$ cat src/rtl/drop_oldest_message_queue_core_assert.svh
// Assertion helpers used by the queue datapath.
`ifndef DROP_OLDEST_MESSAGE_QUEUE_CORE_ASSERT_SVH
`define DROP_OLDEST_MESSAGE_QUEUE_CORE_ASSERT_SVH

// Property that must hold at every edge out of reset.
`define DOM_ASSERT(lbl, clk, rstn, prop, msg) \
  lbl: assert property (@(posedge clk) disable iff (!rstn) (prop)) \
    else $error(msg);

// Same-cycle implication.
`define DOM_ASSERT_IMPL(lbl, clk, rstn, ante, cons, msg) \
  lbl: assert property (@(posedge clk) disable iff (!rstn) (ante) |-> (cons)) \
    else $error(msg);

// Next-cycle implication.
`define DOM_ASSERT_NEXT(lbl, clk, rstn, ante, cons, msg) \
  lbl: assert property (@(posedge clk) disable iff (!rstn) (ante) |=> (cons)) \
    else $error(msg);

`endif

$ cat src/rtl/dom_pkg.sv
`default_nettype none

package dom_pkg;

  // Queue geometry; the ring keeps one spare slot
  localparam int QueueDepth = 32;
  localparam int RingSlots  = QueueDepth + 1;
  localparam int PtrW       = $clog2(RingSlots);

  // Field widths
  localparam int ModeW  = 2;
  localparam int TagW   = 16;
  localparam int LenW   = 24;
  localparam int CntW   = 6;
  localparam int TotW   = LenW + 1;
  localparam int CfgIdxW = 1;

  // Register reset values
  localparam logic [CntW-1:0] MaxMsgReset   = CntW'(32);
  localparam logic [LenW-1:0] MaxBytesReset = LenW'(262144);

  typedef enum logic [ModeW-1:0] {
    MODE_PUSH = 2'd0,
    MODE_POP  = 2'd1,
    MODE_WILL = 2'd2,
    MODE_SUB  = 2'd3
  } mode_e;

  typedef enum logic [1:0] {
    KIND_NONE   = 2'd0,
    KIND_SUB    = 2'd1,
    KIND_WILL   = 2'd2,
    KIND_QUEUED = 2'd3
  } kind_e;

  typedef enum logic [CfgIdxW-1:0] {
    REG_MAX_MESSAGES = 1'd0,
    REG_MAX_BYTES    = 1'd1
  } cfg_reg_e;

  // Controller to datapath
  typedef struct packed {
    logic in_ready;
    logic push_write;
    logic drop;
    logic pop;
    logic load_out;
  } dp_cmd_t;

  // Datapath to controller
  typedef struct packed {
    logic  in_valid;
    mode_e in_mode;
    logic  lim_hit;
    logic  over_budget;
    logic  out_free;
  } dp_status_t;

endpackage

`default_nettype wire

$ cat src/rtl/dom_if.sv
`default_nettype none

// Input beat: one queue operation
interface dom_in_if;
  logic                             valid;
  logic                             ready;
  logic [dom_pkg::ModeW-1:0]        mode;
  logic [dom_pkg::TagW-1:0]         msg_tag;
  logic [dom_pkg::LenW-1:0]         msg_length;

  modport source (output valid, mode, msg_tag, msg_length, input ready);
  modport sink   (input valid, mode, msg_tag, msg_length, output ready);
endinterface

// Result beat: one per operation
interface dom_out_if;
  logic                             valid;
  logic                             ready;
  logic [1:0]                       sent_kind;
  logic [dom_pkg::TagW-1:0]         sent_tag;
  logic [dom_pkg::LenW-1:0]         sent_length;
  logic [dom_pkg::CntW-1:0]         dropped_count;
  logic [dom_pkg::CntW-1:0]         queued_count;
  logic [dom_pkg::LenW-1:0]         queued_bytes;

  modport source (output valid, sent_kind, sent_tag, sent_length, dropped_count,
                  queued_count, queued_bytes, input ready);
  modport sink   (input valid, sent_kind, sent_tag, sent_length, dropped_count,
                  queued_count, queued_bytes, output ready);
endinterface

// Register write channel
interface dom_cfg_if;
  logic                             valid;
  logic                             ready;
  logic [dom_pkg::CfgIdxW-1:0]      index;
  logic [dom_pkg::LenW-1:0]         data;

  modport source (output valid, index, data, input ready);
  modport sink   (input valid, index, data, output ready);
endinterface

`default_nettype wire

$ cat src/rtl/dom_ctrl.sv
`default_nettype none

module dom_ctrl (
  input  wire logic                clk_i,
  input  wire logic                rst_ni,
  input  wire dom_pkg::dp_status_t status_i,
  output dom_pkg::dp_cmd_t         cmd_o
);

  typedef enum logic [6:0] {
    S_IDLE   = 7'b0000001,
    S_LIMIT  = 7'b0000010,
    S_LDROP  = 7'b0000100,
    S_BUDGET = 7'b0001000,
    S_BDROP  = 7'b0010000,
    S_POP    = 7'b0100000,
    S_DONE   = 7'b1000000
  } state_e;

  state_e state_q, state_d;

  // Next state and commands
  always_comb begin
    state_d = state_q;
    cmd_o   = '0;
    case (state_q)
      S_IDLE: begin
        cmd_o.in_ready = 1'b1;
        if (status_i.in_valid) begin
          case (status_i.in_mode)
            dom_pkg::MODE_PUSH: state_d = S_LIMIT;
            dom_pkg::MODE_POP:  state_d = S_POP;
            default:            state_d = S_DONE;
          endcase
        end
      end
      S_LIMIT: begin
        if (status_i.lim_hit) begin
          state_d = S_LDROP;
        end else begin
          cmd_o.push_write = 1'b1;
          state_d          = S_BUDGET;
        end
      end
      S_LDROP: begin
        cmd_o.drop = 1'b1;
        state_d    = S_LIMIT;
      end
      S_BUDGET: begin
        state_d = status_i.over_budget ? S_BDROP : S_DONE;
      end
      S_BDROP: begin
        cmd_o.drop = 1'b1;
        state_d    = S_BUDGET;
      end
      S_POP: begin
        cmd_o.pop = 1'b1;
        state_d   = S_DONE;
      end
      S_DONE: begin
        if (status_i.out_free) begin
          cmd_o.load_out = 1'b1;
          state_d        = S_IDLE;
        end
      end
      default: state_d = S_IDLE;
    endcase
  end

  always_ff @(posedge clk_i or negedge rst_ni) begin
    if (!rst_ni) begin
      state_q <= S_IDLE;
    end else begin
      state_q <= state_d;
    end
  end

endmodule

`default_nettype wire

$ cat src/rtl/dom_dp.sv
`default_nettype none

`include "drop_oldest_message_queue_core_assert.svh"

module dom_dp (
  input  wire logic              clk_i,
  input  wire logic              rst_ni,
  dom_in_if.sink                 in_i,
  dom_out_if.source              out_o,
  dom_cfg_if.sink                cfg_i,
  input  wire dom_pkg::dp_cmd_t  cmd_i,
  output dom_pkg::dp_status_t    status_o
);

  localparam int PtrW = dom_pkg::PtrW;
  localparam int CntW = dom_pkg::CntW;
  localparam int TagW = dom_pkg::TagW;
  localparam int LenW = dom_pkg::LenW;
  localparam int TotW = dom_pkg::TotW;

  // Registers
  logic [CntW-1:0] max_msg_q;
  logic [LenW-1:0] max_bytes_q;
  logic [PtrW-1:0] head_q, head_d, tail_q, tail_d;
  logic [CntW-1:0] count_q, count_d;
  logic [TotW-1:0] total_q, total_d;
  logic            will_valid_q, sub_valid_q;
  logic [TagW-1:0] will_tag_q, sub_tag_q;
  logic [LenW-1:0] will_len_q;

  // Current item and its result
  dom_pkg::mode_e  item_mode_q;
  logic [TagW-1:0] item_tag_q;
  logic [LenW-1:0] item_len_q;
  dom_pkg::kind_e  res_kind_q;
  logic [TagW-1:0] res_tag_q;
  logic [LenW-1:0] res_len_q;
  logic [CntW-1:0] res_drop_q;

  // Output register
  logic            out_valid_q;
  logic [1:0]      out_kind_q;
  logic [TagW-1:0] out_tag_q;
  logic [LenW-1:0] out_len_q;
  logic [CntW-1:0] out_drop_q, out_count_q;
  logic [LenW-1:0] out_bytes_q;

  // Ring memory
  logic [TagW+LenW-1:0] ring_mem [dom_pkg::RingSlots];
  logic [TagW+LenW-1:0] rd_q;
  logic [TagW-1:0]      rd_tag;
  logic [LenW-1:0]      rd_len;

  logic            accept;
  logic            pop_queue;
  logic [CntW-1:0] limit;
  logic [CntW-1:0] ptr_fill;

  function automatic logic [PtrW-1:0] next_ptr(input logic [PtrW-1:0] p);
    next_ptr = (p == PtrW'(dom_pkg::RingSlots - 1)) ? '0 : p + PtrW'(1);
  endfunction

  assign accept    = cmd_i.in_ready & in_i.valid;
  assign in_i.ready = cmd_i.in_ready;
  assign cfg_i.ready = 1'b1;
  assign rd_tag    = rd_q[TagW+LenW-1:LenW];
  assign rd_len    = rd_q[LenW-1:0];
  assign pop_queue = cmd_i.pop & ~sub_valid_q & ~will_valid_q & (count_q != '0);

  // Clamp message limit to 1..QueueDepth
  always_comb begin
    if (max_msg_q == '0) begin
      limit = CntW'(1);
    end else if (max_msg_q > CntW'(dom_pkg::QueueDepth)) begin
      limit = CntW'(dom_pkg::QueueDepth);
    end else begin
      limit = max_msg_q;
    end
  end

  // Status to controller
  always_comb begin
    status_o.in_valid    = in_i.valid;
    status_o.in_mode     = dom_pkg::mode_e'(in_i.mode);
    status_o.lim_hit     = count_q >= limit;
    status_o.over_budget = (total_q > {1'b0, max_bytes_q}) && (count_q != '0);
    status_o.out_free    = ~out_valid_q | out_o.ready;
  end

  // Pointer, fill and byte total updates
  always_comb begin
    head_d  = head_q;
    tail_d  = tail_q;
    count_d = count_q;
    total_d = total_q;
    if (cmd_i.push_write) begin
      head_d  = next_ptr(head_q);
      count_d = count_q + CntW'(1);
      total_d = total_q + {1'b0, item_len_q};
    end else if (cmd_i.drop || pop_queue) begin
      tail_d  = next_ptr(tail_q);
      count_d = count_q - CntW'(1);
      total_d = (total_q >= {1'b0, rd_len}) ? total_q - {1'b0, rd_len} : '0;
    end
  end

  // Ring write at head, registered read at tail
  always_ff @(posedge clk_i) begin
    if (cmd_i.push_write) begin
      ring_mem[head_q] <= {item_tag_q, item_len_q};
    end
    rd_q <= ring_mem[tail_q];
  end

  // Control state and slots
  always_ff @(posedge clk_i or negedge rst_ni) begin
    if (!rst_ni) begin
      max_msg_q    <= dom_pkg::MaxMsgReset;
      max_bytes_q  <= dom_pkg::MaxBytesReset;
      head_q       <= '0;
      tail_q       <= '0;
      count_q      <= '0;
      total_q      <= '0;
      will_valid_q <= 1'b0;
      will_tag_q   <= '0;
      will_len_q   <= '0;
      sub_valid_q  <= 1'b0;
      sub_tag_q    <= '0;
      out_valid_q  <= 1'b0;
    end else begin
      head_q  <= head_d;
      tail_q  <= tail_d;
      count_q <= count_d;
      total_q <= total_d;
      if (cfg_i.valid) begin
        case (dom_pkg::cfg_reg_e'(cfg_i.index))
          dom_pkg::REG_MAX_MESSAGES: max_msg_q   <= cfg_i.data[CntW-1:0];
          dom_pkg::REG_MAX_BYTES:    max_bytes_q <= cfg_i.data;
          default: ;
        endcase
      end
      if (accept && in_i.mode == dom_pkg::MODE_WILL) begin
        will_valid_q <= 1'b1;
        will_tag_q   <= in_i.msg_tag;
        will_len_q   <= in_i.msg_length;
      end
      if (accept && in_i.mode == dom_pkg::MODE_SUB) begin
        sub_valid_q <= 1'b1;
        sub_tag_q   <= in_i.msg_tag;
      end
      if (cmd_i.pop) begin
        if (sub_valid_q) begin
          sub_valid_q <= 1'b0;
        end else if (will_valid_q) begin
          will_valid_q <= 1'b0;
        end
      end
      if (cmd_i.load_out) begin
        out_valid_q <= 1'b1;
      end else if (out_o.ready) begin
        out_valid_q <= 1'b0;
      end
    end
  end

  // Item capture and result build
  always_ff @(posedge clk_i) begin
    if (accept) begin
      item_mode_q <= dom_pkg::mode_e'(in_i.mode);
      item_tag_q  <= in_i.msg_tag;
      item_len_q  <= in_i.msg_length;
      res_kind_q  <= dom_pkg::KIND_NONE;
      res_tag_q   <= '0;
      res_len_q   <= '0;
      res_drop_q  <= '0;
    end
    if (cmd_i.drop) begin
      res_drop_q <= res_drop_q + CntW'(1);
    end
    if (cmd_i.pop) begin
      if (sub_valid_q) begin
        res_kind_q <= dom_pkg::KIND_SUB;
        res_tag_q  <= sub_tag_q;
      end else if (will_valid_q) begin
        res_kind_q <= dom_pkg::KIND_WILL;
        res_tag_q  <= will_tag_q;
        res_len_q  <= will_len_q;
      end else if (count_q != '0) begin
        res_kind_q <= dom_pkg::KIND_QUEUED;
        res_tag_q  <= rd_tag;
        res_len_q  <= rd_len;
      end
    end
    if (cmd_i.load_out) begin
      out_kind_q  <= res_kind_q;
      out_tag_q   <= res_tag_q;
      out_len_q   <= res_len_q;
      out_drop_q  <= res_drop_q;
      out_count_q <= count_q;
      out_bytes_q <= total_q[TotW-1] ? '1 : total_q[LenW-1:0];
    end
  end

  // Output beat
  assign out_o.valid         = out_valid_q;
  assign out_o.sent_kind     = out_kind_q;
  assign out_o.sent_tag      = out_tag_q;
  assign out_o.sent_length   = out_len_q;
  assign out_o.dropped_count = out_drop_q;
  assign out_o.queued_count  = out_count_q;
  assign out_o.queued_bytes  = out_bytes_q;

  // Fill implied by the ring pointers
  always_comb begin
    if (head_q >= tail_q) begin
      ptr_fill = CntW'(head_q - tail_q);
    end else begin
      ptr_fill = CntW'(PtrW'(dom_pkg::RingSlots) - tail_q + head_q);
    end
  end

  `DOM_ASSERT(a_fill_bound, clk_i, rst_ni, count_q <= CntW'(dom_pkg::QueueDepth), "fill over depth")
  `DOM_ASSERT(a_fill_ptrs, clk_i, rst_ni, count_q == ptr_fill, "fill disagrees with pointers")
  `DOM_ASSERT_IMPL(a_push_budget, clk_i, rst_ni, cmd_i.load_out && item_mode_q == dom_pkg::MODE_PUSH, total_q <= {1'b0, max_bytes_q} || count_q == '0, "push left queue over budget")
  `DOM_ASSERT_NEXT(a_drop_shrinks, clk_i, rst_ni, cmd_i.drop, count_q == $past(count_q) - CntW'(1), "drop did not shrink queue")

endmodule

`default_nettype wire

$ cat src/rtl/drop_oldest_message_queue_core.sv
// Path from accepting edge to result valid: will or subscription via S_DONE; pop
// via S_POP, S_DONE; push via S_LIMIT, S_BUDGET, an S_LDROP or S_BDROP step per
// dropped entry (each drop reads the oldest length from the ring's registered
// read port, then updates), then S_DONE. One operation at a time; the result
// register lets the next beat be accepted while the previous result waits.
// Reset (async, active low): queue empty, will/subscription clear, limits 32 and 262144.
`default_nettype none

module drop_oldest_message_queue_core (
  input  wire logic clk_i,
  input  wire logic rst_ni,
  dom_in_if.sink    in_i,
  dom_out_if.source out_o,
  dom_cfg_if.sink   cfg_i
);

  dom_pkg::dp_cmd_t    cmd;
  dom_pkg::dp_status_t status;

  dom_ctrl u_ctrl (
    .clk_i    (clk_i),
    .rst_ni   (rst_ni),
    .status_i (status),
    .cmd_o    (cmd)
  );

  dom_dp u_dp (
    .clk_i    (clk_i),
    .rst_ni   (rst_ni),
    .in_i     (in_i),
    .out_o    (out_o),
    .cfg_i    (cfg_i),
    .cmd_i    (cmd),
    .status_o (status)
  );

endmodule

`default_nettype wire
$ cat src/flat_wrapper.sv
// flat-port wrapper written by rule: the top's interface ports become plain ports
module drop_oldest_message_queue_core_flat 
  (clk_i, rst_ni, in_i_valid, in_i_mode, in_i_msg_tag, in_i_msg_length, in_i_ready, out_o_valid, out_o_sent_kind, out_o_sent_tag, out_o_sent_length, out_o_dropped_count, out_o_queued_count, out_o_queued_bytes, out_o_ready, cfg_i_valid, cfg_i_index, cfg_i_data, cfg_i_ready);
  dom_in_if in_i_i ();
  dom_out_if out_o_i ();
  dom_cfg_if cfg_i_i ();
  input  wire logic clk_i;
  input  wire logic rst_ni;
  input wire logic [$bits(in_i_i.valid)-1:0] in_i_valid;
  input wire logic [$bits(in_i_i.mode)-1:0] in_i_mode;
  input wire logic [$bits(in_i_i.msg_tag)-1:0] in_i_msg_tag;
  input wire logic [$bits(in_i_i.msg_length)-1:0] in_i_msg_length;
  output wire logic [$bits(in_i_i.ready)-1:0] in_i_ready;
  output wire logic [$bits(out_o_i.valid)-1:0] out_o_valid;
  output wire logic [$bits(out_o_i.sent_kind)-1:0] out_o_sent_kind;
  output wire logic [$bits(out_o_i.sent_tag)-1:0] out_o_sent_tag;
  output wire logic [$bits(out_o_i.sent_length)-1:0] out_o_sent_length;
  output wire logic [$bits(out_o_i.dropped_count)-1:0] out_o_dropped_count;
  output wire logic [$bits(out_o_i.queued_count)-1:0] out_o_queued_count;
  output wire logic [$bits(out_o_i.queued_bytes)-1:0] out_o_queued_bytes;
  input wire logic [$bits(out_o_i.ready)-1:0] out_o_ready;
  input wire logic [$bits(cfg_i_i.valid)-1:0] cfg_i_valid;
  input wire logic [$bits(cfg_i_i.index)-1:0] cfg_i_index;
  input wire logic [$bits(cfg_i_i.data)-1:0] cfg_i_data;
  output wire logic [$bits(cfg_i_i.ready)-1:0] cfg_i_ready;
  assign in_i_i.valid = in_i_valid;
  assign in_i_i.mode = in_i_mode;
  assign in_i_i.msg_tag = in_i_msg_tag;
  assign in_i_i.msg_length = in_i_msg_length;
  assign in_i_ready = in_i_i.ready;
  assign out_o_valid = out_o_i.valid;
  assign out_o_sent_kind = out_o_i.sent_kind;
  assign out_o_sent_tag = out_o_i.sent_tag;
  assign out_o_sent_length = out_o_i.sent_length;
  assign out_o_dropped_count = out_o_i.dropped_count;
  assign out_o_queued_count = out_o_i.queued_count;
  assign out_o_queued_bytes = out_o_i.queued_bytes;
  assign out_o_i.ready = out_o_ready;
  assign cfg_i_i.valid = cfg_i_valid;
  assign cfg_i_i.index = cfg_i_index;
  assign cfg_i_i.data = cfg_i_data;
  assign cfg_i_ready = cfg_i_i.ready;
  drop_oldest_message_queue_core u_core (.clk_i(clk_i), .rst_ni(rst_ni), .in_i(in_i_i), .out_o(out_o_i), .cfg_i(cfg_i_i));
endmodule
$ cat config.mk
export PLATFORM = sky130hd
export DESIGN_NAME = drop_oldest_message_queue_core_flat
export DESIGN_NICKNAME = d
export VERILOG_FILES = /design/src/rtl/dom_pkg.sv /design/src/rtl/dom_if.sv /design/src/rtl/dom_ctrl.sv /design/src/rtl/dom_dp.sv /design/src/rtl/drop_oldest_message_queue_core.sv /design/src/flat_wrapper.sv
export VERILOG_INCLUDE_DIRS = /design/src /design/src/rtl
export SDC_FILE = /design/constraint.sdc
export NUM_CORES = 2
export LEC_CHECK = 0
export ABC_AREA = 1
export BUFFER_PORTS_ARGS = -buffer_cell sky130_fd_sc_hd__buf_2
export CORE_MARGIN = 1
export CORE_UTILIZATION = 35
export DETAILED_ROUTE_END_ITERATION = 8
export GPL_ROUTABILITY_DRIVEN = 0
export PLACE_DENSITY = 0.49
export SETUP_SLACK_MARGIN = 0.2
export SYNTH_ARGS = -nofsm -noshare
export SYNTH_HDL_FRONTEND = slang
export SYNTH_SLANG_ARGS = --single-unit
$ cat constraint.sdc
create_clock -name clk_i -period 8.2 [get_ports clk_i]
set_input_delay 0.82 -clock clk_i [delete_from_list [all_inputs] [get_ports clk_i]]
set_output_delay 0.82 -clock clk_i [all_outputs]
set_load 0.005 [all_outputs]
---- Word-level counts from Yosys, hierarchy flattened ----
Memories as Yosys holds them, arrays and structs flattened. A register that Yosys moved wholly into a read port is not among the register bits.
Cells that the tools add are included.
storage, ports and cells
  register bits after elaboration ......... 305
  bits in latches ......................... 0
  memory bits (writable) .................. 1320
  ROM bits ................................ 0
  bits of input ports ..................... 72
  output and inout bits ................... 81
  word-level logic and storage cells ...... 126
  memories kept ........................... 1
cells by class
  $add $sub $neg .......................... 7
  $mul .................................... 0
  divide/modulo/power cells ............... 0
  $lt $le $gt $ge ......................... 4
  eq/ne operators ......................... 14
  shift-type cells ........................ 0
  mux-type cells .......................... 50
  bitwise logic cells ..................... 10
  reduce and logical (&&, ||, !) cells .... 15
memories
  name                  words  width  read ports  clocked after memory_dff  wr ports  RTL line      text
  u_core.u_dp.ring_mem  33     40     1           1                         1         dom_dp.sv:49  logic [TagW+LenW-1:0] ring_mem [dom_pkg::RingSlots];
operator list
  operator               count
  $mux W24               5
  $mux W16               5
  $mux W25               3
  $pmux W7 S7            1
  $mux W6                8
  $add A25 B24 Y25       1
  $ge A25 B24 Y1         1
  $gt A25 B24 Y1         1
  $sub A25 B24 Y25       1
  $add A6 B1 Y6 const B  4
  $mux W7                3
  $mux W1                18
  $pmux W7 S2            1
  $eq A6 B6 Y1 const B   2
  $mux W2                5
  $reduce_and A2 Y1      4
  $eq A7 B1 Y1 const B   1
  $eq A7 B2 Y1 const B   1
  $eq A7 B3 Y1 const B   1
  $eq A7 B4 Y1 const B   1
  $eq A7 B5 Y1 const B   1
  $eq A7 B6 Y1 const B   1
  $eq A7 B7 Y1 const B   1
  $ge A6 B6 Y1           1
  other kinds (17)       29

---- Longest topological paths before layout ----
  word-level depth ........................ 8
  mapped depth ............................ 20
  depth with buffers taken out ............ 20

---- Modules after synthesis ----
A second synthesis with hierarchy kept.
unflattened totals
  cells, all modules ...................... 5791
  area total of the unflattened synthesis .. 68112.8 um^2
modules (own cells, without submodules)
  module    instances  cells an instance  area an instance (um^2)  seq. area each (um^2)
  dom_dp    1          5722               67648.6                  48308.8
  dom_ctrl  1          69                 464.2                    176.4

---- Worst setup path after synthesis ----
Ideal clock, no wire load.
  path type ............................... flip-flop to flip-flop
  start ................................... register u_core.u_ctrl.state_q[1]
  end ..................................... register u_core.u_dp.out_drop_q[0] (netlist: u_core.u_dp.out_o.dropped_count[0]) (enable)
  setup time .............................. 515 ps
  arrival time ............................ 4137 ps
  required time ........................... 7685 ps
  slack ................................... 3548 ps
  cell stages (with the launch flop) ...... 6
  path buffers ............................ 0
  clock period less this slack ............ 4652 ps
  cell sequence ........................... dfrtp_1 nor2_1 inv_1 nor2_1 nand4_1 nor2_1
RTL lines
  what                    RTL line        text
  from (decl)             dom_ctrl.sv:20  state_e state_q, state_d;
  from (signal assigned)  dom_ctrl.sv:74  state_q <= state_d;
  to (signal assigned)    dom_dp.sv:198   out_drop_q <= res_drop_q;
  to (decl)               dom_dp.sv:45    logic [CntW-1:0] out_drop_q, out_count_q;

---- Worst setup path in the final report ----
  start ................................... register u_core.u_dp.max_msg_q[2]
  end ..................................... memory u_core.u_dp.ring_mem[16][2] in the netlist's numbering (enable)
on the way
  cells in the longest elaborated chain, start to end .. 8
  elaborated cells on any way between the ends .. 9
  those cells by class .................... order compare: 2; mux: 6; reduce/logical: 1
RTL lines
  what                               RTL line        text
  from (decl)                        dom_dp.sv:22    logic [CntW-1:0] max_msg_q;
  from (signal assigned)             dom_dp.sv:118   max_msg_q <= dom_pkg::MaxMsgReset;
  from (signal assigned)             dom_dp.sv:137   dom_pkg::REG_MAX_MESSAGES: max_msg_q <= cfg_i.data[CntW-1:0];
  $gt A6 B6 Y1                       dom_dp.sv:74    end else if (max_msg_q > CntW'(dom_pkg::QueueDepth)) begin
  $mux W6                            dom_dp.sv:74
  $mux W6 (*)                        dom_dp.sv:72    if (max_msg_q == '0) begin
  $ge A6 B6 Y1 (*)                   dom_dp.sv:85    status_o.lim_hit = count_q >= limit;
  $mux W1 (*)                        dom_ctrl.sv:38  if (status_i.lim_hit) begin
  $mux W1 (*)                        dom_ctrl.sv:26  case (state_q)
  $mux W1 (*)                        dom_dp.sv:109   if (cmd_i.push_write) begin
  $mux W1 (implied by the code) (*)  dom_dp.sv:110   ring_mem[head_q] <= {item_tag_q, item_len_q};
  to (decl)                          dom_dp.sv:49
Every way passes the cells marked *; elsewhere a longest branch is shown, timed or not.

==> impl_metrics.json <==
{
  "setup_slack_ns": 3.75,
  "min_path_type": "input pin to asynchronous set/reset pin",
  "power.leakage_nw": 27.7,
  "wl_per_cell_um": 25.3,
  "dieArea_um2": 195000,
  "ir_drop_mv": 0.303,
  "skew_ns": 0.0257,
  "vias_per_cell": 5.36,
  "yosysMostFrequentCell": "edfxtp_1",
  "grt_pass1_vias": 43800,
  "fin_setup_tns_ns": 0,
  "grt_overflow": 0,
  "synth_cell_types": 45,
  "hold_violations": 0,
  "numCtsBuffers": 174,
  "ys.warnings.count": 0,
  "r2r_end": "u_core.u_dp.ring_mem[16][2]$_DFFE_PP_",
  "clock_path_buffers": 3,
  "status": "finished clean",
  "cp-end-kind": "register",
  "yosys_register_bits": 1665,
  "synthTopCellsByArea": "edfxtp_1 (64%), o21ai_0 (5.6%), dfrtp_1 (5.0%)",
  "pin_count": 153,
  "r2r_start": "u_core.u_dp.max_msg_q[2]$_DFFE_PN0P_",
  "synth_area_um2": 67700,
  "cts_resized": 0,
  "root_buffer": "clkbuf_16",
  "power_density_nw_per_um2": 343,
  "htreeDepth": 4,
  "min_period_ns": 4.45,
  "dpl-instance-area_um2": 71700,
  "synth_edf_count": 1444,
  "drcViolationCount": 0,
  "synth_top_area_share": 0.640,
  "r2r_slack_ns": 3.75,
  "cp.arrival_ns": 4.88,
  "stdcell_area_um2": 77200,
  "syn_area_per_cell_um2": 11.8,
  "track_usage": 0.216,
  "numPortBuffers": 151,
  "dpl_worst_slack_ns": 3.79,
  "clkTransAtPathRegs_ns": 0.06,
  "path_buf_inv": 3,
  "area_growth_pct": 13.9,
  "crit_chain": "nor3_1 -> nand2_1 -> o21ai_0 -> ha_1 -> nand2_1 -> nor2_1 -> nand3_1 -> nand3_1 -> nor2_4 -> buf_4 -> nand2_1 -> inv_1 -> nand3_1 -> nor2_4 -> buf_4",
  "synth_cells": 5717,
  "total_power_mw": 26.4,
  "synthFlopType": "edfxtp_1",
  "layout.nets": 6009,
  "dieWidth_um": 442,
  "drtIter0Drc": 4462,
  "worstSetupStartpointType": "register",
  "finalCritPeriodShare": 0.543,
  "critPathTopFamily": "simple AND/OR/NAND/NOR gates",
  "rows": 161,
  "critical_path_class": "register to register",
  "die_h_um": 442,
  "max_stage_delay_ns": 0.74,
  "synthTopCellsByCount": "edfxtp_1 (1444), nand2_1 (895), nor2_1 (797)",
  "setup_viol_count_final": 0,
  "yosysTopAreaCell": "edfxtp_1",
  "dp_hpwl_um": 128000,
  "cts_tree": "built",
  "start_util": 0.352,
  "max-cap-violations": 0,
  "drtAntennaViolNets": 0,
  "antenna_found_initial": 21,
  "yosysSeqAreaShare": 0.716,
  "crit_required_ns": 8.63,
  "async_flop_share": 0.0835,
  "clkSinkCount": 1665,
  "cts_setup_buffers": 0,
  "via_count": 45600,
  "drive_gt1_frac": 0.102,
  "drv_slew": 0,
  "syn_nets": 5879,
  "coreArea_um2": 192000,
  "cp_max_fo": 38,
  "clock_latency_ns": 0.81,
  "r2r_cells": 15,
  "dr.pass1.iters": 5,
  "fmax_mhz": 225,
  "post_cts_hold_buffer_count": 0,
  "routed_wl_um": 215000,
  "grt_pass1_wl_um": 310000,
  "grt_max_degree": 188,
  "rsz0062_at_grt": "false",
  "relSlewSlack": 0.292,
  "max_slew.worst_pin.slew_ns": 1.05,
  "cp_slowest_cell": "nor2_4"
}
## metrics by stage
| step | util | hold WS, ns | cells |
|---|---|---|---|
| after global routing | 0.401 | 0.167 | 8511 |
| after detailed placement | 0.373 | 0.419 | 8197 |
| after global placement | 0.373 | 0.416 | 8197 |
| final | 0.401 | 0.132 | 8514 |
| after CTS | 0.401 | 0.118 | 8511 |
| after floorplan | - | 0.409 | 5717 |
## report_power, final
part	internal, mW	leakage (nW)	switching [mW]
Clock	4.45	2.69	3.29
Combinational	2.16	9.58	5.64
Sequential	10.3	15.4	0.622
Total	16.9	27.7	9.55
## state kept, by name, summed over array words and instances, names as in the netlist, 24 cells and up
| name | flops |
|---|---|
| u_core.u_dp.rd_q | 40 |
| u_core.u_dp.out_o.queued_bytes | 24 |
| u_core.u_dp.total_q | 25 |
| u_core.u_dp.res_len_q | 24 |
| u_core.u_dp.will_len_q | 24 |
| u_core.u_dp.max_bytes_q | 24 |
| u_core.u_dp.out_o.sent_length | 24 |
| u_core.u_dp.ring_mem | 1320 |
| u_core.u_dp.item_len_q | 24 |
## cell type report
class	instances	area [µm²]
Clock buffer	233	4780
Multi-Input combinational cell	3439	17200
Clock inverter	81	712
Fill cell	18300	115000
Tap cell	2526	3160
Sequential cell	1665	48500
Antenna cell	3	7.51
Timing Repair Buffer	261	1680
Inverter	306	1170
## routing by layer
layer  routed length, µm  part of all wire  track usage
met1               95800              0.45        0.307
met2               97600              0.45        0.338
met3               15600             0.072       0.0381
met4                6090             0.028       0.0654
met5                   0                 0            0
## kinds of logic after synthesis
family / after synthesis / share of synthesized area
flops: 1665 / 0.716
buf+inv: 613 / 0.0348
fa+ha+maj: 90 / 0.0170
compound gates: 1281 / 0.102
mux: 24 / 0.00438
simple gates: 2010 / 0.121
xor+xnor: 33 / 0.00427
other cells: 1 / 0.0000554
## placed cells by master, fill, tap and decap left out, types with 28 or more instances in the layout
master / n
nor2_1: 759
dfrtp_1: 132
o21ai_0: 754
o22ai_1: 325
clkbuf_1: 47
dfxtp_1: 82
nand4_1: 116
buf_2: 150
buf_4: 103
nand2_1: 895
nor2_4: 40
inv_1: 294
a21oi_1: 147
or2_2: 28
ha_1: 87
edfxtp_1: 1444
clkinv_1: 37
clkbuf_16: 182
nand3_1: 130
## worst max path at each step
stage	cells after the start	to	start
2_1_floorplan	5	u_core.u_dp.out_o.dropped_count[0]$_DFFE_PP_	u_core.u_ctrl.state_q[1]$_DFFE_PN0P_
3_3_place_gp	16	u_core.u_dp.ring_mem[16][0]$_DFFE_PP_	u_core.u_dp.max_msg_q[2]$_DFFE_PN0P_
3_5_place_dp	16	u_core.u_dp.ring_mem[16][14]$_DFFE_PP_	u_core.u_dp.max_msg_q[2]$_DFFE_PN0P_
4_1_cts	16	u_core.u_dp.ring_mem[16][16]$_DFFE_PP_	u_core.u_dp.max_msg_q[2]$_DFFE_PN0P_
5_1_grt	16	u_core.u_dp.ring_mem[16][16]$_DFFE_PP_	u_core.u_dp.max_msg_q[2]$_DFFE_PN0P_
6_report	15	u_core.u_dp.ring_mem[16][2]$_DFFE_PP_	u_core.u_dp.max_msg_q[2]$_DFFE_PN0P_
Power figures use the tool's default switching activity.
